## src/hw/rtl/pmsfp_pkg.sv

```systemverilog
package pmsfp_pkg;

    localparam int unsigned BYTE_W  = 8;
    localparam int unsigned IDX_W   = 7;
    localparam int unsigned END_W   = 5;
    localparam int unsigned TYPE_W  = 2;
    localparam int unsigned PM_W    = 16;
    localparam int unsigned STORE_N = 8;
    localparam int unsigned SADDR_W = 3;

    // frame sync bytes
    localparam logic [BYTE_W-1:0] HDR_START  = 8'h42;
    localparam logic [BYTE_W-1:0] HDR_SECOND = 8'h4D;

    // valid length words
    localparam logic [PM_W-1:0] LEN_SHORT = 16'h0014;
    localparam logic [PM_W-1:0] LEN_LONG  = 16'h001C;

    // sensor type codes
    localparam logic [TYPE_W-1:0] TYPE_NONE  = 2'd0;
    localparam logic [TYPE_W-1:0] TYPE_SHORT = 2'd1;
    localparam logic [TYPE_W-1:0] TYPE_LONG  = 2'd2;

    // frame positions
    localparam logic [IDX_W-1:0] STORE_FIRST = 7'd2;
    localparam logic [IDX_W-1:0] STORE_LAST  = 7'd9;
    localparam logic [IDX_W-1:0] LEN_INDEX   = 7'd3;

    // end index = length + 3
    localparam logic [END_W-1:0] END_NONE  = 5'd0;
    localparam logic [END_W-1:0] END_SHORT = 5'd23;
    localparam logic [END_W-1:0] END_LONG  = 5'd31;

    typedef struct packed {
        logic [TYPE_W-1:0] sensor_type;
        logic [PM_W-1:0]   pm_small;
        logic [PM_W-1:0]   pm_fine;
        logic [PM_W-1:0]   pm_coarse;
        logic              frame_done;
    } pmsfp_result_t;

    typedef struct packed {
        logic              valid;
        logic [BYTE_W-1:0] rx_byte;
    } pmsfp_stage_t;

    typedef struct packed {
        logic [IDX_W-1:0] byte_index;
        logic [END_W-1:0] end_index;
    } pmsfp_track_t;

endpackage

```

## src/hw/rtl/pmsfp_byte_if.sv

```systemverilog
interface pmsfp_byte_if;
    logic       valid;
    logic       ready;
    logic [7:0] rx_byte;

    modport source (output valid, output rx_byte, input ready);
    modport sink (input valid, input rx_byte, output ready);
endinterface

```

## src/hw/rtl/pmsfp_result_if.sv

```systemverilog
interface pmsfp_result_if;
    logic        valid;
    logic        ready;
    logic [1:0]  sensor_type;
    logic [15:0] pm_small;
    logic [15:0] pm_fine;
    logic [15:0] pm_coarse;
    logic        frame_done;

    modport source (
        output valid, output sensor_type, output pm_small, output pm_fine,
        output pm_coarse, output frame_done, input ready
    );
    modport sink (
        input valid, input sensor_type, input pm_small, input pm_fine,
        input pm_coarse, input frame_done, output ready
    );
endinterface

```

## src/hw/rtl/pmsfp_in_reg.sv

```systemverilog
module pmsfp_in_reg
    import pmsfp_pkg::*;
(
    input  logic         clk,
    input  logic         rst_n,
    pmsfp_byte_if.sink   rx,
    input  logic         advance,
    output pmsfp_stage_t stage
);

    logic              valid_reg;
    logic              valid_next;
    logic [BYTE_W-1:0] byte_reg;
    logic              take;

    assign rx.ready = !valid_reg || advance;
    assign take     = rx.valid && rx.ready;

    always_comb
    begin
        if (take)
        begin
            valid_next = 1'b1;
        end
        else if (advance)
        begin
            valid_next = 1'b0;
        end
        else
        begin
            valid_next = valid_reg;
        end
    end

    always_ff @(posedge clk or negedge rst_n)
    begin
        if (!rst_n)
        begin
            valid_reg <= 1'b0;
        end
        else
        begin
            valid_reg <= valid_next;
        end
    end

    always_ff @(posedge clk)
    begin
        if (take)
        begin
            byte_reg <= rx.rx_byte;
        end
    end

    assign stage.valid   = valid_reg;
    assign stage.rx_byte = byte_reg;

endmodule

```

## src/hw/rtl/pmsfp_parse.sv

```systemverilog
module pmsfp_parse
    import pmsfp_pkg::*;
#(
    parameter int unsigned INDEX_LIMIT = 100
)
(
    input  logic              clk,
    input  logic              rst_n,
    input  logic              step,
    input  logic [BYTE_W-1:0] rx_byte,
    output pmsfp_result_t     result,
    output pmsfp_track_t      track
);

    logic [IDX_W-1:0]  idx_reg;
    logic [IDX_W-1:0]  idx_next;
    logic [END_W-1:0]  end_reg;
    logic [END_W-1:0]  end_next;
    logic [TYPE_W-1:0] type_reg;
    logic [TYPE_W-1:0] type_next;
    logic [PM_W-1:0]   small_reg;
    logic [PM_W-1:0]   small_next;
    logic [PM_W-1:0]   fine_reg;
    logic [PM_W-1:0]   fine_next;
    logic [PM_W-1:0]   coarse_reg;
    logic [PM_W-1:0]   coarse_next;
    logic [BYTE_W-1:0] store_reg [STORE_N];
    logic              store_wr;
    logic [SADDR_W-1:0] store_addr;
    logic [PM_W-1:0]   len_word;
    logic              done;

    always_comb
    begin
        if (rx_byte == HDR_START)
        begin
            idx_next = '0;
        end
        else if (rx_byte == HDR_SECOND)
        begin
            idx_next = IDX_W'(1);
        end
        else if (idx_reg < IDX_W'(INDEX_LIMIT))
        begin
            idx_next = idx_reg + IDX_W'(1);
        end
        else
        begin
            idx_next = idx_reg;
        end
    end

    assign store_wr   = (idx_next >= STORE_FIRST) && (idx_next <= STORE_LAST);
    assign store_addr = SADDR_W'(idx_next - STORE_FIRST);

    // low length byte is the one arriving now
    assign len_word = {store_reg[0], rx_byte};

    always_comb
    begin
        end_next    = (rx_byte == HDR_START) ? END_NONE : end_reg;
        type_next   = type_reg;
        small_next  = small_reg;
        fine_next   = fine_reg;
        coarse_next = coarse_reg;
        done        = 1'b0;
        if (idx_next == LEN_INDEX)
        begin
            if (len_word == LEN_SHORT)
            begin
                type_next = TYPE_SHORT;
                end_next  = END_SHORT;
            end
            else if (len_word == LEN_LONG)
            begin
                type_next = TYPE_LONG;
                end_next  = END_LONG;
            end
            else
            begin
                type_next   = TYPE_NONE;
                end_next    = END_NONE;
                small_next  = '0;
                fine_next   = '0;
                coarse_next = '0;
            end
        end
        // end index lies past the stored bytes, so the store is settled here
        if ((end_next != END_NONE) && (idx_next == {{(IDX_W-END_W){1'b0}}, end_next}))
        begin
            small_next  = {store_reg[2], store_reg[3]};
            fine_next   = {store_reg[4], store_reg[5]};
            coarse_next = {store_reg[6], store_reg[7]};
            done        = 1'b1;
        end
    end

    always_ff @(posedge clk or negedge rst_n)
    begin
        if (!rst_n)
        begin
            idx_reg    <= '0;
            end_reg    <= END_NONE;
            type_reg   <= TYPE_NONE;
            small_reg  <= '0;
            fine_reg   <= '0;
            coarse_reg <= '0;
            for (int i = 0; i < STORE_N; i++)
            begin
                store_reg[i] <= '0;
            end
        end
        else if (step)
        begin
            idx_reg    <= idx_next;
            end_reg    <= end_next;
            type_reg   <= type_next;
            small_reg  <= small_next;
            fine_reg   <= fine_next;
            coarse_reg <= coarse_next;
            if (store_wr)
            begin
                store_reg[store_addr] <= rx_byte;
            end
        end
    end

    assign result.sensor_type = type_next;
    assign result.pm_small    = small_next;
    assign result.pm_fine     = fine_next;
    assign result.pm_coarse   = coarse_next;
    assign result.frame_done  = done;

    assign track.byte_index = idx_reg;
    assign track.end_index  = end_reg;

endmodule

```

## src/hw/rtl/pmsfp_out_reg.sv

```systemverilog
module pmsfp_out_reg
    import pmsfp_pkg::*;
(
    input  logic            clk,
    input  logic            rst_n,
    input  logic            load,
    input  pmsfp_result_t   result,
    output logic            can_load,
    pmsfp_result_if.source  res
);

    logic          valid_reg;
    logic          valid_next;
    pmsfp_result_t data_reg;

    assign can_load = !valid_reg || res.ready;

    always_comb
    begin
        if (load)
        begin
            valid_next = 1'b1;
        end
        else if (res.ready)
        begin
            valid_next = 1'b0;
        end
        else
        begin
            valid_next = valid_reg;
        end
    end

    always_ff @(posedge clk or negedge rst_n)
    begin
        if (!rst_n)
        begin
            valid_reg <= 1'b0;
        end
        else
        begin
            valid_reg <= valid_next;
        end
    end

    always_ff @(posedge clk)
    begin
        if (load)
        begin
            data_reg <= result;
        end
    end

    assign res.valid       = valid_reg;
    assign res.sensor_type = data_reg.sensor_type;
    assign res.pm_small    = data_reg.pm_small;
    assign res.pm_fine     = data_reg.pm_fine;
    assign res.pm_coarse   = data_reg.pm_coarse;
    assign res.frame_done  = data_reg.frame_done;

endmodule

```

## src/hw/rtl/particulate_sensor_frame_parser_core.sv

```systemverilog
// Particulate sensor frame parser.
// rx  (sink):   one received serial byte per word, valid/ready handshake.
// res (source): one result word per input byte: sensor type, the latched
//               PM1.0 / PM2.5 / PM10 readings, and frame_done when this
//               byte closed a frame and the readings were just latched.
// Throughput: one byte per cycle while the output is not stalled. The byte
//   is held in the input register, then the parse logic updates the frame
//   state and loads the output register once that register can take it.
// Stall: when res.ready is low the output register holds its word; the
//   input register takes one more byte, then rx.ready drops until the
//   output drains. Nothing is dropped or repeated.
// Reset: both registers empty; index, end index, type, byte store and
//   readings all zero. No clearing pass, the block is ready at once.
// Frame state: 0x42 restarts the index, 0x4D sets it to 1; the length word
//   at index 3 picks the type and end index (23 or 31); the index
//   saturates at INDEX_LIMIT.
module particulate_sensor_frame_parser_core
    import pmsfp_pkg::*;
#(
    parameter int unsigned INDEX_LIMIT = 100
)
(
    input  logic           clk,
    input  logic           rst_n,
    pmsfp_byte_if.sink     rx,
    pmsfp_result_if.source res
);

    pmsfp_stage_t  stage;
    pmsfp_result_t result;
    pmsfp_track_t  track;
    logic          can_load;
    logic          step;

    // the input register moves on whenever the output register can take it
    assign step = stage.valid && can_load;

    pmsfp_in_reg u_in_reg (
        .clk     (clk),
        .rst_n   (rst_n),
        .rx      (rx),
        .advance (can_load),
        .stage   (stage)
    );

    pmsfp_parse #(
        .INDEX_LIMIT (INDEX_LIMIT)
    ) u_parse (
        .clk     (clk),
        .rst_n   (rst_n),
        .step    (step),
        .rx_byte (stage.rx_byte),
        .result  (result),
        .track   (track)
    );

    pmsfp_out_reg u_out_reg (
        .clk      (clk),
        .rst_n    (rst_n),
        .load     (step),
        .result   (result),
        .can_load (can_load),
        .res      (res)
    );

    // a completed frame always carries a known type
    a_done_has_type: assert property (@(posedge clk) disable iff (!rst_n)
        res.valid && res.frame_done |-> res.sensor_type != TYPE_NONE)
        else $error("frame_done with unknown sensor type");

    // index never passes its saturation point
    a_index_limit: assert property (@(posedge clk) disable iff (!rst_n)
        track.byte_index <= IDX_W'(INDEX_LIMIT))
        else $error("byte index beyond limit");

    // end index only ever holds none or one of the two frame ends
    a_end_index: assert property (@(posedge clk) disable iff (!rst_n)
        track.end_index == END_NONE || track.end_index == END_SHORT
        || track.end_index == END_LONG)
        else $error("bad frame end index");

    // a held byte is not consumed while the output is stalled
    a_hold_stage: assert property (@(posedge clk) disable iff (!rst_n)
        stage.valid && !can_load |=> stage.valid && $stable(stage.rx_byte))
        else $error("staged byte lost during stall");

endmodule
```

## src/flat_wrapper.sv

```systemverilog
// flat-port wrapper written by rule: the top's interface ports become plain ports
module particulate_sensor_frame_parser_core_flat import pmsfp_pkg::*;
#(
    parameter int unsigned INDEX_LIMIT = 100
)
  (clk, rst_n, rx_valid, rx_rx_byte, rx_ready, res_valid, res_sensor_type, res_pm_small, res_pm_fine, res_pm_coarse, res_frame_done, res_ready);
  pmsfp_byte_if rx_i ();
  pmsfp_result_if res_i ();
  input  logic clk;
  input  logic rst_n;
  input wire logic [$bits(rx_i.valid)-1:0] rx_valid;
  input wire logic [$bits(rx_i.rx_byte)-1:0] rx_rx_byte;
  output wire logic [$bits(rx_i.ready)-1:0] rx_ready;
  output wire logic [$bits(res_i.valid)-1:0] res_valid;
  output wire logic [$bits(res_i.sensor_type)-1:0] res_sensor_type;
  output wire logic [$bits(res_i.pm_small)-1:0] res_pm_small;
  output wire logic [$bits(res_i.pm_fine)-1:0] res_pm_fine;
  output wire logic [$bits(res_i.pm_coarse)-1:0] res_pm_coarse;
  output wire logic [$bits(res_i.frame_done)-1:0] res_frame_done;
  input wire logic [$bits(res_i.ready)-1:0] res_ready;
  assign rx_i.valid = rx_valid;
  assign rx_i.rx_byte = rx_rx_byte;
  assign rx_ready = rx_i.ready;
  assign res_valid = res_i.valid;
  assign res_sensor_type = res_i.sensor_type;
  assign res_pm_small = res_i.pm_small;
  assign res_pm_fine = res_i.pm_fine;
  assign res_pm_coarse = res_i.pm_coarse;
  assign res_frame_done = res_i.frame_done;
  assign res_i.ready = res_ready;
  particulate_sensor_frame_parser_core #(.INDEX_LIMIT(INDEX_LIMIT)) u_core (.clk(clk), .rst_n(rst_n), .rx(rx_i), .res(res_i));
endmodule
```

## config.mk

```make
export PLATFORM = sky130hd
export DESIGN_NAME = particulate_sensor_frame_parser_core_flat
export DESIGN_NICKNAME = d
export VERILOG_FILES = /design/src/hw/rtl/pmsfp_pkg.sv /design/src/hw/rtl/pmsfp_byte_if.sv /design/src/hw/rtl/pmsfp_result_if.sv /design/src/hw/rtl/pmsfp_in_reg.sv /design/src/hw/rtl/pmsfp_parse.sv /design/src/hw/rtl/pmsfp_out_reg.sv /design/src/hw/rtl/particulate_sensor_frame_parser_core.sv /design/src/flat_wrapper.sv
export SDC_FILE = /design/constraint.sdc
export NUM_CORES = 1
export LEC_CHECK = 0
export BUFFER_PORTS_ARGS = -buffer_cell sky130_fd_sc_hd__buf_2
export CELL_PAD_IN_SITES_DETAIL_PLACEMENT = 1
export CELL_PAD_IN_SITES_GLOBAL_PLACEMENT = 2
export CORE_UTILIZATION = 25
export CTS_CLUSTER_DIAMETER = 30
export DETAILED_ROUTE_END_ITERATION = 8
export PLACE_DENSITY_LB_ADDON = 0.1
export SLEW_MARGIN = 0
export SYNTH_ARGS = -nofsm -noshare
export SYNTH_HDL_FRONTEND = slang
export SYNTH_HIERARCHICAL = 1
export SYNTH_SLANG_ARGS = --single-unit
```

## constraint.sdc

```tcl
create_clock -name clk -period 4.6 [get_ports clk]
set_input_delay 0.92 -clock clk [delete_from_list [all_inputs] [get_ports clk]]
set_output_delay 0.92 -clock clk [all_outputs]
set_load 0.01 [all_outputs]
```

## Word-level counts from Yosys, hierarchy flattened

Cells that the tools add are included.
W data, S select, Z words.

| storage, ports and cells | value |
|---|---|
| flip-flop bits (word level) | 187 |
| logic and storage cells | 79 |

| cells by class | value |
|---|---|
| add/subtract/negate cells | 2 |
| $lt $le $gt $ge | 5 |
| equality and inequality tests | 6 |
| multiplexer cells | 30 |
| bitwise gates (word level) | 1 |
| reductions and logical operators | 13 |

Operator list:

| kind | count |
|---|---|
| $mux W16 | 12 |
| $bwmux W64 | 1 |
| $eq A16 B5 Y1 const B | 2 |
| $demux W8 S3 | 1 |
| $mux W7 | 3 |
| $mux W5 | 4 |
| $eq A8 B7 Y1 const B | 2 |
| $mux W8 | 1 |
| $add A7 B1 Y7 const B | 1 |
| $eq A7 B2 Y1 const B | 1 |
| $eq A7 B5 Y1 | 1 |
| $ge A7 B2 Y1 const B | 1 |
| $le A7 B4 Y1 const B | 1 |
| $lt A7 B7 Y1 const B | 1 |
| $mux W2 | 3 |
| $logic_and A1 B1 Y1 | 5 |
| $mux W1 | 5 |
| $reduce_bool A5 Y1 | 1 |
| $ge A4 B4 Y1 const B | 1 |
| $lt A4 B1 Y1 const B | 1 |
| $not A3 Y4 | 1 |
| $reduce_bool A2 Y1 | 2 |
| $sub A3 B2 Y3 const B | 1 |
| $logic_not A1 Y1 | 2 |
| 2 further kinds | 3 |

## Longest topological paths before layout

Gate-level depths: netlist of the first run.

| depth | value |
|---|---|
| depth in word-level cells | 11 |
| mapped depth | 11 |
| gate-level depth less buffers | 8 |

## Cells and area by module

The synthesis of the first run kept the hierarchy.

By module, submodules not included:

| module | instances | cells an instance | area each (um2) |
|---|---|---|---|
| pmsfp_parse | 1 | 562 | 6043.3 |
| pmsfp_out_reg | 1 | 54 | 1579.0 |
| pmsfp_in_reg | 1 | 13 | 301.5 |
| particulate_sensor_frame_parser_core | 1 | 1 | 6.3 |

## Worst setup path before layout of the first run

OpenSTA, ideal clock, no wires.

| path | value |
|---|---|
| path kind | input port to flip-flop |
| start | in res_ready |
| end | reg u_core/u_parse/store_reg[36] in the netlist's numbering |
| library setup time | 0.128 ns |
| arrival | 3.684 ns |
| slack | 0.789 ns |
| stages on the path | 8 |
| buffers on the path | 2 |
| path through | nand2b_4 and2_1 clkbuf_1 o21ai_1 nor4b_1 nor2b_1 buf_2 mux2_1 |

| on the way | value |
|---|---|
| longest elaborated chain between the ends | 3 |

RTL lines:

| what | line | text |
|---|---|---|
| start: declaration | flat_wrapper.sv:20 | `input wire logic [$bits(res_i.ready)-1:0] res_ready;` |
| $logic_or A1 B1 Y1 | pmsfp_out_reg.sv:16 | `assign can_load = !valid_reg \|\| res.ready;` |
| $logic_and A1 B1 Y1 | particulate_sensor_frame_parser_core.sv:36 | `assign step = stage.valid && can_load;` |
| via u_core.step | particulate_sensor_frame_parser_core.sv:33 | `logic step;` |
| $reduce_and A2 Y1 (no line) | n/a |  |
| end signal: indexed assignment | pmsfp_parse.sv:123 | `store_reg[store_addr] <= rx_byte;` |
| end: declaration | pmsfp_parse.sv:27 | `logic [BYTE_W-1:0] store_reg [STORE_N];` |

The timed path passes the listed nets, and every way through them passes these cells.
A chain may end at the register's enable or synchronous reset.

==> results of run 1 <==
[kinds of logic (layout without fill, tap and decap cells)]
| logic type | after synthesis | in the layout | synth area share (%) |
|---|---|---|---|
| mux | 162 | 162 | 21.3 |
| xor+xnor | 5 | 5 | 0.552 |
| compound gates | 27 | 27 | 2.68 |
| fa+ha+maj | 1 | 1 | 0.158 |
| simple gates | 167 | 167 | 10.2 |
| flops | 179 | 179 | 60.2 |
| buf+inv | 89 | 160 | 4.86 |
[worst max-delay path, cell delays in order (launching register included)]
cell and delay [ps]:
edfxtp_1 790, nor4b_2 490, o21ai_2 200, and2_1 240, a2111oi_2 530, nand3_4 420
buf_12 350, mux2i_1 280
[synth_stat cells (2+ instances only)]
| cell type | number | area share (%) |
|---|---|---|
| buf_6 | 3 | 0.43 |
| mux2_2 | 49 | 7.0 |
| inv_1 | 53 | 2.5 |
| edfxtp_1 | 59 | 22 |
| nor4b_1 | 3 | 0.33 |
| nand2b_4 | 2 | 0.35 |
| o21ai_1 | 2 | 0.13 |
| buf_4 | 2 | 0.19 |
| xnor2_1 | 4 | 0.44 |
| nand2_1 | 111 | 5.3 |
| a31oi_1 | 2 | 0.16 |
| nand3_1 | 7 | 0.44 |
| o21ai_0 | 3 | 0.19 |
| buf_2 | 17 | 1.1 |
| nor3_1 | 3 | 0.19 |
| nor2_1 | 10 | 0.47 |
| a21o_1 | 4 | 0.38 |
| nor2b_1 | 3 | 0.24 |
| o21a_1 | 2 | 0.19 |
| clkbuf_1 | 11 | 0.52 |
| and2_1 | 6 | 0.47 |
| dfrtp_1 | 120 | 38 |
| mux2i_1 | 105 | 13 |
| nand4_1 | 7 | 0.55 |
| nor4_1 | 2 | 0.16 |
| buf_1 | 2 | 0.095 |
| a21oi_1 | 7 | 0.44 |
| mux2_1 | 8 | 1.1 |
[power groups by stage]
stage               logic [W]  registers, W  clock network (W)
finish               0.000989       0.00214            0.00152
global route          0.00111       0.00218            0.00164
CTS                   0.00102       0.00214            0.00158
detailed placement    0.00101       0.00218                  0
global placement     0.000998       0.00216                  0
floorplan            0.000755       0.00209                  0
[area by class of cell]
type / instances / area [sq um] / area share, %
Sequential cell: 179 / 4770 / 51.3
Multi-Input combinational cell: 362 / 2790 / 29.9
Clock buffer: 22 / 539 / 5.79
Tap cell: 396 / 495 / 5.32
Timing Repair Buffer: 74 / 435 / 4.67
Inverter: 54 / 203 / 2.18
Clock inverter: 10 / 78.8 / 0.846
[metrics by stage]
step	setup slack, ps	std cells	power (W)	cell area, sq um
after floorplan	789	630	0.00284	7930
final	1050	1097	0.00465	9320
after global placement	1010	1065	0.00316	8700
after global routing	843	1097	0.00493	9320
after CTS	981	1097	0.00474	9320
after detailed placement	1000	1065	0.00319	8700
[layout by cell type (no fill, tap or decap), types with 2 or more instances in the layout]
cell / instances
clkbuf_16: 21
a31oi_1: 2
clkinv_2: 3
nand2_1: 111
nand4_1: 7
nor3_1: 3
mux2_1: 8
a21o_1: 4
nor2b_1: 3
inv_6: 5
dfrtp_1: 120
buf_2: 63
nor4_1: 2
nand2b_4: 2
and2_1: 5
buf_4: 8
o21a_1: 2
mux2i_1: 105
xnor2_1: 4
nand3_1: 5
a21oi_1: 7
mux2_2: 49
o21ai_1: 2
buf_12: 3
nor2_1: 10
o21ai_0: 3
inv_1: 53
nor4b_1: 3
edfxtp_1: 59
[per-layer routing]
metal / up-vias / wire length, um
met5: - / 0
met4: 0 / 193
met3: 14 / 470
met2: 57 / 10000
met1: 2430 / 9950
li1: 2263 / -
[final timing paths]
| path | startpoint | endpoint | slack (ps) | cells past startpoint |
|---|---|---|---|---|
| setup reg to reg | u_core/u_in_reg/byte_reg[1] | u_core/u_out_reg/res.pm_coarse[9] | 1050 | 7 |
| hold reg to reg | u_core/u_parse/store_reg[39] | u_core/u_parse/store_reg[39] | 480 | 1 |
| min in group asynchronous | rst_n | u_core/u_parse/idx_reg[6] | 500 | 1 |
| setup / recovery | u_core/u_in_reg/byte_reg[1] | u_core/u_out_reg/res.pm_coarse[9] | 1050 | 7 |
| max in group asynchronous | rst_n | u_core/u_parse/small_reg[8] | 3220 | 2 |
| hold / removal | u_core/u_parse/store_reg[39] | u_core/u_parse/store_reg[39] | 480 | 1 |
==> metrics.yaml, run 1 <==
run_status: "finished, final reports clean"
start_util_pct: 25.7
worst-setup-path-type: "reg -> reg"
synthesis.area_sq_mm: 0.00793
finalSetupTns_ps: 0
std_cell_rows: 64
setup.worst_path.end_class: "flip-flop"
antenna_cells: 0
cts-htree-levels: 4
worst_slew_margin_rel_pct: 26.3
drv_slew: 0
route.final.wire_length_um: 20600
timing.fmax_mhz: 282
worstSetupStartpointType: "flip-flop"
first_global_vias: 5280
ys_seq_area_share_pct: 60.2
number_of_input_and_output_port_buffers_inserted: 64
ys_dominant_reg_cell: "dfrtp_1"
unrepaired_setup_endpoints_after_global_routing: "false"
final_min_period_over_clock_period_pct: 77.1
utilization_pct: 30.1
grt_antenna_before_repair: 0
post_cts_buffers: 0
total_switching_power_w: 0.00146
worstPathRequired_ps: 4850
power.share.sequential_pct: 46.0
switching_share_pct: 31.3
groute.layer.met2.usage_pct: 22.5
cts.path.max_buffers: 2
yosys_register_bits: 179
post_drt_wl_per_cell_um: 18.8
tightest_slew_ps: 1100
clkLatencyLatePin_ps: 440
pwr-share-clk_pct: 32.7
pin_count: 65
ys_types: 51
min-delay-path-class: "reg -> reg"
detail_route.first_pass.iterations: 4
post_route_ant_nets: 0
largest_register_ffs: 48
number_of_hold_buffers_added_after_cts: 0
cts_repair_resize_count: 0
area_delta_synth_final_pct: 17.5
nets: 701
min_period_ps: 3550
syn_avg_cell_area_sq_um: 12.6
grt_util_met1_pct: 17.5
chipHeight_um: 180
hold_violations: 0
layout-drive-gt1-share_pct: 24.8
synth_edf_count: 59
tritoncts: "done"
grt.total_usage_pct: 13.4
die_area_sq_mm: 0.0324
syn-instance-count: 630
maximum_fanout_along_the_worst_path: 33
grt_max_degree: 76
timing.clock.skew_ps: 14.8
report.final.setup_viol: 0
core-area_sq_mm: 0.0309
clk_transition_reported_paths_ps: 70
final.hold.worst_slack_ps: 484
power_per_cell_area_mw_per_mm2: 499
die-width_um: 180
clock_tree.root_cell: "clkbuf_16"
routed-via-count: 4764
static-leakage-power_nw: 4.64
internal_power_w: 0.00319
synth_async_sr_flop_share_pct: 67.0
route.detailed.vias_per_inst: 4.34
gr-total-overflow: 0
grt_busiest_layer: "met2"
maxCapViolations: 0
timing.critical_path.arrival_ps: 3790
drt_drc_violations_left: 0
drt_iter0_drc: 182
grt_pass1_wl_um: 32600
layout.filler_cells: 3377
cts_buffers: 17
max-vdd-ir-drop_uv: 217
global_route_met3_utilization_pct: 2.65
finalWeightedCongestion: 0.754
place.detailed.hpwl_um: 12800
syn-num-nets: 643
yosysWarningCount: 6
share_comb_of_total_power_pct: 21.3
clkSinkCount: 179
(Power assumes the default switching activity.)
==> run 2: changes to the inputs <==
==> constraint.sdc (replaced) <==
create_clock -name clk -period 3.5 [get_ports clk]
set_input_delay 0.7 -clock clk [delete_from_list [all_inputs] [get_ports clk]]
set_output_delay 0.7 -clock clk [all_outputs]
set_load 0.01 [all_outputs]
==> run 2 against run 1 <==
Non-clock buffer count up 15. Flip-flop and latch count unchanged. Fmax up 19%. Utilization up 0.19 points. Clock power up 26%. Clock-buffer cell count down 2. Die area unchanged. Critical path depth unchanged. Via count up 2.5%. Global-route usage about the same. Cell count up 1.4%. Worst hold slack worse by 230 ps.
==> metrics.yaml, run 2 (synthesis results as in run 1) <==
grt_max_degree: 65
setup_ws_ps: 529
timing.reg2reg.worst_path_depth: 7
std_cell_rows: 64
layout-drive-gt1-share_pct: 26.1
pre_cts_ws_ps: 557
start_util_pct: 25.7
post_drt_wl_per_cell_um: 18.4
worstSetupStartpointType: "flip-flop"
drt_iter0_drc: 211
worst-setup-path-type: "reg -> reg"
largest_register_ffs: 48
clkSinkCount: 179
drv_slew: 0
power_per_cell_area_mw_per_mm2: 648
clock_tree.root_cell: "clkbuf_16"
grt.total_usage_pct: 13.4
worst_slew_margin_rel_pct: 40.3
detail_route.first_pass.iterations: 4
run_status: "finished, final reports clean"
grt_pass1_wl_um: 33000
layout_commonest_cell: "dfrtp_1"
die-width_um: 180
number_of_input_and_output_port_buffers_inserted: 64
worstPathRequired_ps: 3810
cts-htree-levels: 4
final.hold.worst_slack_ps: 253
timing.clock.skew_ps: 15.0
core-area_sq_mm: 0.0309
layout.filler_cells: 3366
routed-via-count: 4882
timing.critical_path.arrival_ps: 3280
cp_slowest_cell: "nor4b_1"
timing.fmax_mhz: 337
route.final.wire_length_um: 20400
gr-total-overflow: 0
cp-startpoint: "u_core/u_parse/idx_reg[0]"
tightest_slew_ps: 896
tritoncts: "done"
timing.rr.start: "u_core/u_parse/idx_reg[0]"
clk_transition_reported_paths_ps: 80
report.final.setup_viol: 0
min-delay-path-class: "in -> async"
area_delta_synth_final_pct: 18.2
finalWeightedCongestion: 0.756
timing.critical_path.slowest_cell_delay_ps: 570
die_area_sq_mm: 0.0324
clkLatencyLatePin_ps: 430
cp_cell_sequence: "ha_1 > and3_1 > or2_2 > nor2_1 > nor4b_1 > nand2_1 > mux2_2"
number_of_hold_buffers_added_after_cts: 0
cts.path.max_buffers: 2
report.power.total_w: 0.00607
static-leakage-power_nw: 4.69
chipHeight_um: 180
maxCapViolations: 0
post_route_ant_nets: 0
cts_repair_resize_count: 0
timing.rr.end: "u_core/u_parse/store_reg[42]"
nets: 716
pin_count: 65
finalSetupTns_ps: 0
min_period_ps: 2970
first_global_vias: 5375
route.detailed.vias_per_inst: 4.39
place.detailed.hpwl_um: 13200
most-common-layout-cells: "120 x dfrtp_1, 111 x nand2_1, 105 x mux2i_1, 63 x buf_2, 59 x edfxtp_1"
final_min_period_over_clock_period_pct: 84.9
antenna_cells: 0
post_cts_buffers: 0
unrepaired_setup_endpoints_after_global_routing: "false"
maximum_fanout_along_the_worst_path: 8
max-vdd-ir-drop_uv: 350
hold_violations: 0
cts_buffers: 17
drt_drc_violations_left: 0
ff2ff_setup_slack_ps: 530
grt_antenna_before_repair: 0
setup.worst_path.end_class: "flip-flop"
## run 2: cell count changes in the layout (fill, tap and decap cells not counted), sizes merged
cell / change
bufinv: +1
clkinv: +1
buf: +15
clkbuf: -2
## run 2: layout make-up
class / count / area, sq um / share of cell area [%]
Sequential cell: 179 / 4770 / 50.9
Multi-Input combinational cell: 362 / 2790 / 29.8
Timing Repair Buffer: 89 / 536 / 5.71
Tap cell: 396 / 495 / 5.29
Clock buffer: 20 / 458 / 4.89
Inverter: 54 / 203 / 2.16
Clock inverter: 12 / 119 / 1.27
## run 2: metal layers
metal,vias to the layer above,wire length [um],track usage (%)
li1,2292,-,-
met1,2530,10000,18.0
met2,48,9810,22.2
met3,12,420,2.55
met4,0,188,3.38
met5,-,0,0
## run 2: worst max-delay path by stage
stage          slack, ps                           end  cells after the start
4_1_cts              500  u_core/u_parse/store_reg[42]                      7
5_1_grt              350  u_core/u_parse/store_reg[47]                      7
6_report             530  u_core/u_parse/store_reg[42]                      7
3_5_place_dp         560  u_core/u_parse/store_reg[40]                      7
3_3_place_gp         560  u_core/u_parse/store_reg[46]                      7
2_1_floorplan        460  u_core/u_parse/store_reg[36]                      8
## run 2: critical path, delay by kind of cell (launching register included)
kind	cells	cell delay [ps]
simple gates	5	1760
flops	1	440
mux	1	370
fa+ha+maj	1	280
## run 2: per-stage QoR
stage / instance area, sq um / utilization, % / cells
finish: 9370 / 30.3 / 1112
global route: 9370 / 30.3 / 1112
CTS: 9370 / 30.3 / 1112
detailed placement: 8800 / 28.5 / 1080
global placement: 8800 / 28.5 / 1080
floorplan: 7930 / - / 630
## run 2: report_power, final
group	internal, W	switching, W	total (W)
clock	0.00104	0.000878	0.00192
combinational	0.000548	0.000803	0.00135
sequential	0.00255	0.000252	0.00280
==> run 3: changes to the inputs <==
==> constraint.sdc (replaced) <==
create_clock -name clk -period 3 [get_ports clk]
set_input_delay 0.6 -clock clk [delete_from_list [all_inputs] [get_ports clk]]
set_output_delay 0.6 -clock clk [all_outputs]
set_load 0.01 [all_outputs]
==> run 3 against run 2 <==
Worst hold slack got worse by 76 ps. Worst setup slack got worse by 380 ps. Non-clock buffer count grew 6. Combinational power grew 19%. Wire length increased by 0.78%. Critical path type unchanged. Fmax grew 4.0%. Sequential power increased by 16%. Clock skew shrank 4.2 ps. First-iteration DRC count down 35%. Cell area rose by 0.53%. Largest cell class unchanged. Critical path depth is 2 higher.
==> metrics.yaml, run 3 (synthesis results as in run 1) <==
number_of_hold_buffers_added_after_cts: 0
clk_transition_reported_paths_ps: 80
post_drt_wl_per_cell_um: 18.4
first_global_vias: 5395
report.final.setup_viol: 0
timing.clock.skew_ps: 10.8
grt_antenna_before_repair: 0
power_per_cell_area_mw_per_mm2: 747
cts_buffers: 17
worst-setup-path-type: "reg -> reg"
finalNonFillerCells: 1119
setup.worst_path.end_class: "flip-flop"
drv_slew: 0
seq_area_sq_mm: 0.00477
start_util_pct: 25.7
pre_cts_ws_ps: 51.7
layout_commonest_cell: "dfrtp_1"
finalWeightedCongestion: 0.750
maximum_fanout_along_the_worst_path: 17
maxCapViolations: 0
tritoncts: "done"
routed-via-count: 4944
top_cell_by_count_worst_path: "buf_4"
cp_cell_sequence: "o311ai_4 > mux2_2 > nand2_2 > xnor2_1 > a2111oi_2 > nand4_1 > buf_4 > buf_4 > mux2i_1"
static-leakage-power_nw: 4.69
std_cell_rows: 64
nets: 722
die-width_um: 180
unrepaired_setup_endpoints_after_global_routing: "false"
stdcell_area_sq_mm: 0.00942
clkSinkCount: 179
min-delay-path-class: "in -> async"
grt_max_degree: 73
finalSetupTns_ps: 0
largest_register_ffs: 48
post_route_ant_nets: 0
drt_iter0_drc: 138
cp_slowest_cell: "dfrtp_1"
worstSetupStartpointType: "flip-flop"
area_delta_synth_final_pct: 18.8
pin_count: 65
number_of_input_and_output_port_buffers_inserted: 64
most-common-layout-cells: "120 x dfrtp_1, 111 x nand2_1, 105 x mux2i_1, 63 x buf_2, 59 x edfxtp_1"
min_period_ps: 2860
clkLatencyLatePin_ps: 440
place.detailed.hpwl_um: 13400
post-place-cells: 1084
post_dp_cell_area_sq_mm: 0.00883
worstPathRequired_ps: 3300
detail_route.first_pass.iterations: 4
critical_path.n_buffers_inverters: 2
grt.total_usage_pct: 13.4
utilization_pct: 30.5
chipHeight_um: 180
layout.filler_cells: 3368
max-vdd-ir-drop_uv: 351
grt_pass1_wl_um: 32900
core-area_sq_mm: 0.0309
cts-htree-levels: 4
setup_ws_ps: 145
layout-drive-gt1-share_pct: 27.1
gr-total-overflow: 0
die_area_sq_mm: 0.0324
timing.fmax_mhz: 350
timing.critical_path.arrival_ps: 3160
route.detailed.vias_per_inst: 4.42
cts.path.max_buffers: 2
route.final.wire_length_um: 20600
timing.critical_path.slowest_cell_delay_ps: 520
clock_tree.root_cell: "clkbuf_16"
worst_slew_margin_rel_pct: 54.0
hold_violations: 0
final_min_period_over_clock_period_pct: 95.2
path_delay_family: "compound AO/OA/AOI/OAI gates"
multiInputGateArea_sq_mm: 0.00280
drt_drc_violations_left: 0
run_status: "finished, final reports clean"
tightest_slew_ps: 690
run 3: cell types whose count changed in the layout (fill, tap and decap cells not counted), moves of 2 or more:
cell,previous run,this run
clkinv_2,4,0
buf_4,24,29
clkinvlp_4,0,4
clkbuf_1,2,0
run 3: layout make-up:
type / instances / area share [%]
flip-flops and latches: 179 / 50.7
multi-input cells: 362 / 29.7
repair buffers: 95 / 6.20
well taps: 396 / 5.26
clock buffers: 17 / 4.51
inverters: 54 / 2.15
clock inverters: 15 / 1.53
diodes: 1 / 0.0266
run 3: report_power, final:
group	total [W]	internal (W)	switching [W]
combinational	0.00160	0.000658	0.000940
sequential	0.00325	0.00297	0.000281
clock	0.00219	0.00110	0.00109
total	0.00704	0.00473	0.00231
run 3: through the flow:
stage	hold WS, ps	total power [W]
4_1_cts	199	0.00716
3_3_place_gp	459	0.00488
2_1_floorplan	304	0.00436
6_report	178	0.00704
3_5_place_dp	470	0.00493
5_1_grt	193	0.00746
run 3: layer usage:
metal / vias up / routed length (um) / track usage (%) / share of wire [%]
met5: - / 0 / 0 / 0
met4: 0 / 185 / 3.59 / 0.90
met3: 10 / 417 / 2.71 / 2.0
met2: 47 / 10100 / 22.4 / 49
met1: 2586 / 9870 / 17.7 / 48
li1: 2301 / - / - / -
run 3: final timing paths:
path	from	endpoint	slack, ps	depth (start not counted)
hold reg to reg	u_core/u_parse/type_reg[1]	u_core/u_parse/type_reg[1]	480	2
max in group asynchronous	rst_n	u_core/u_parse/store_reg[47]	2210	2
hold / removal	rst_n	u_core/u_out_reg/res.valid	180	2
min in group clk	rx_rx_byte[6]	u_core/u_in_reg/byte_reg[6]	340	1
setup reg to reg	u_core/u_parse/idx_reg[3]	u_core/u_parse/small_reg[9]	140	9
setup / recovery	u_core/u_parse/idx_reg[3]	u_core/u_parse/small_reg[9]	140	9
run 3: what timing repair did:
| action | 4_1_cts | 5_1_grt |
|---|---|---|
| gates resized for setup | 0 | 2 |
| setup buffers | 0 | 2 |
| endpoints found under the setup margin | 0 | 55 |
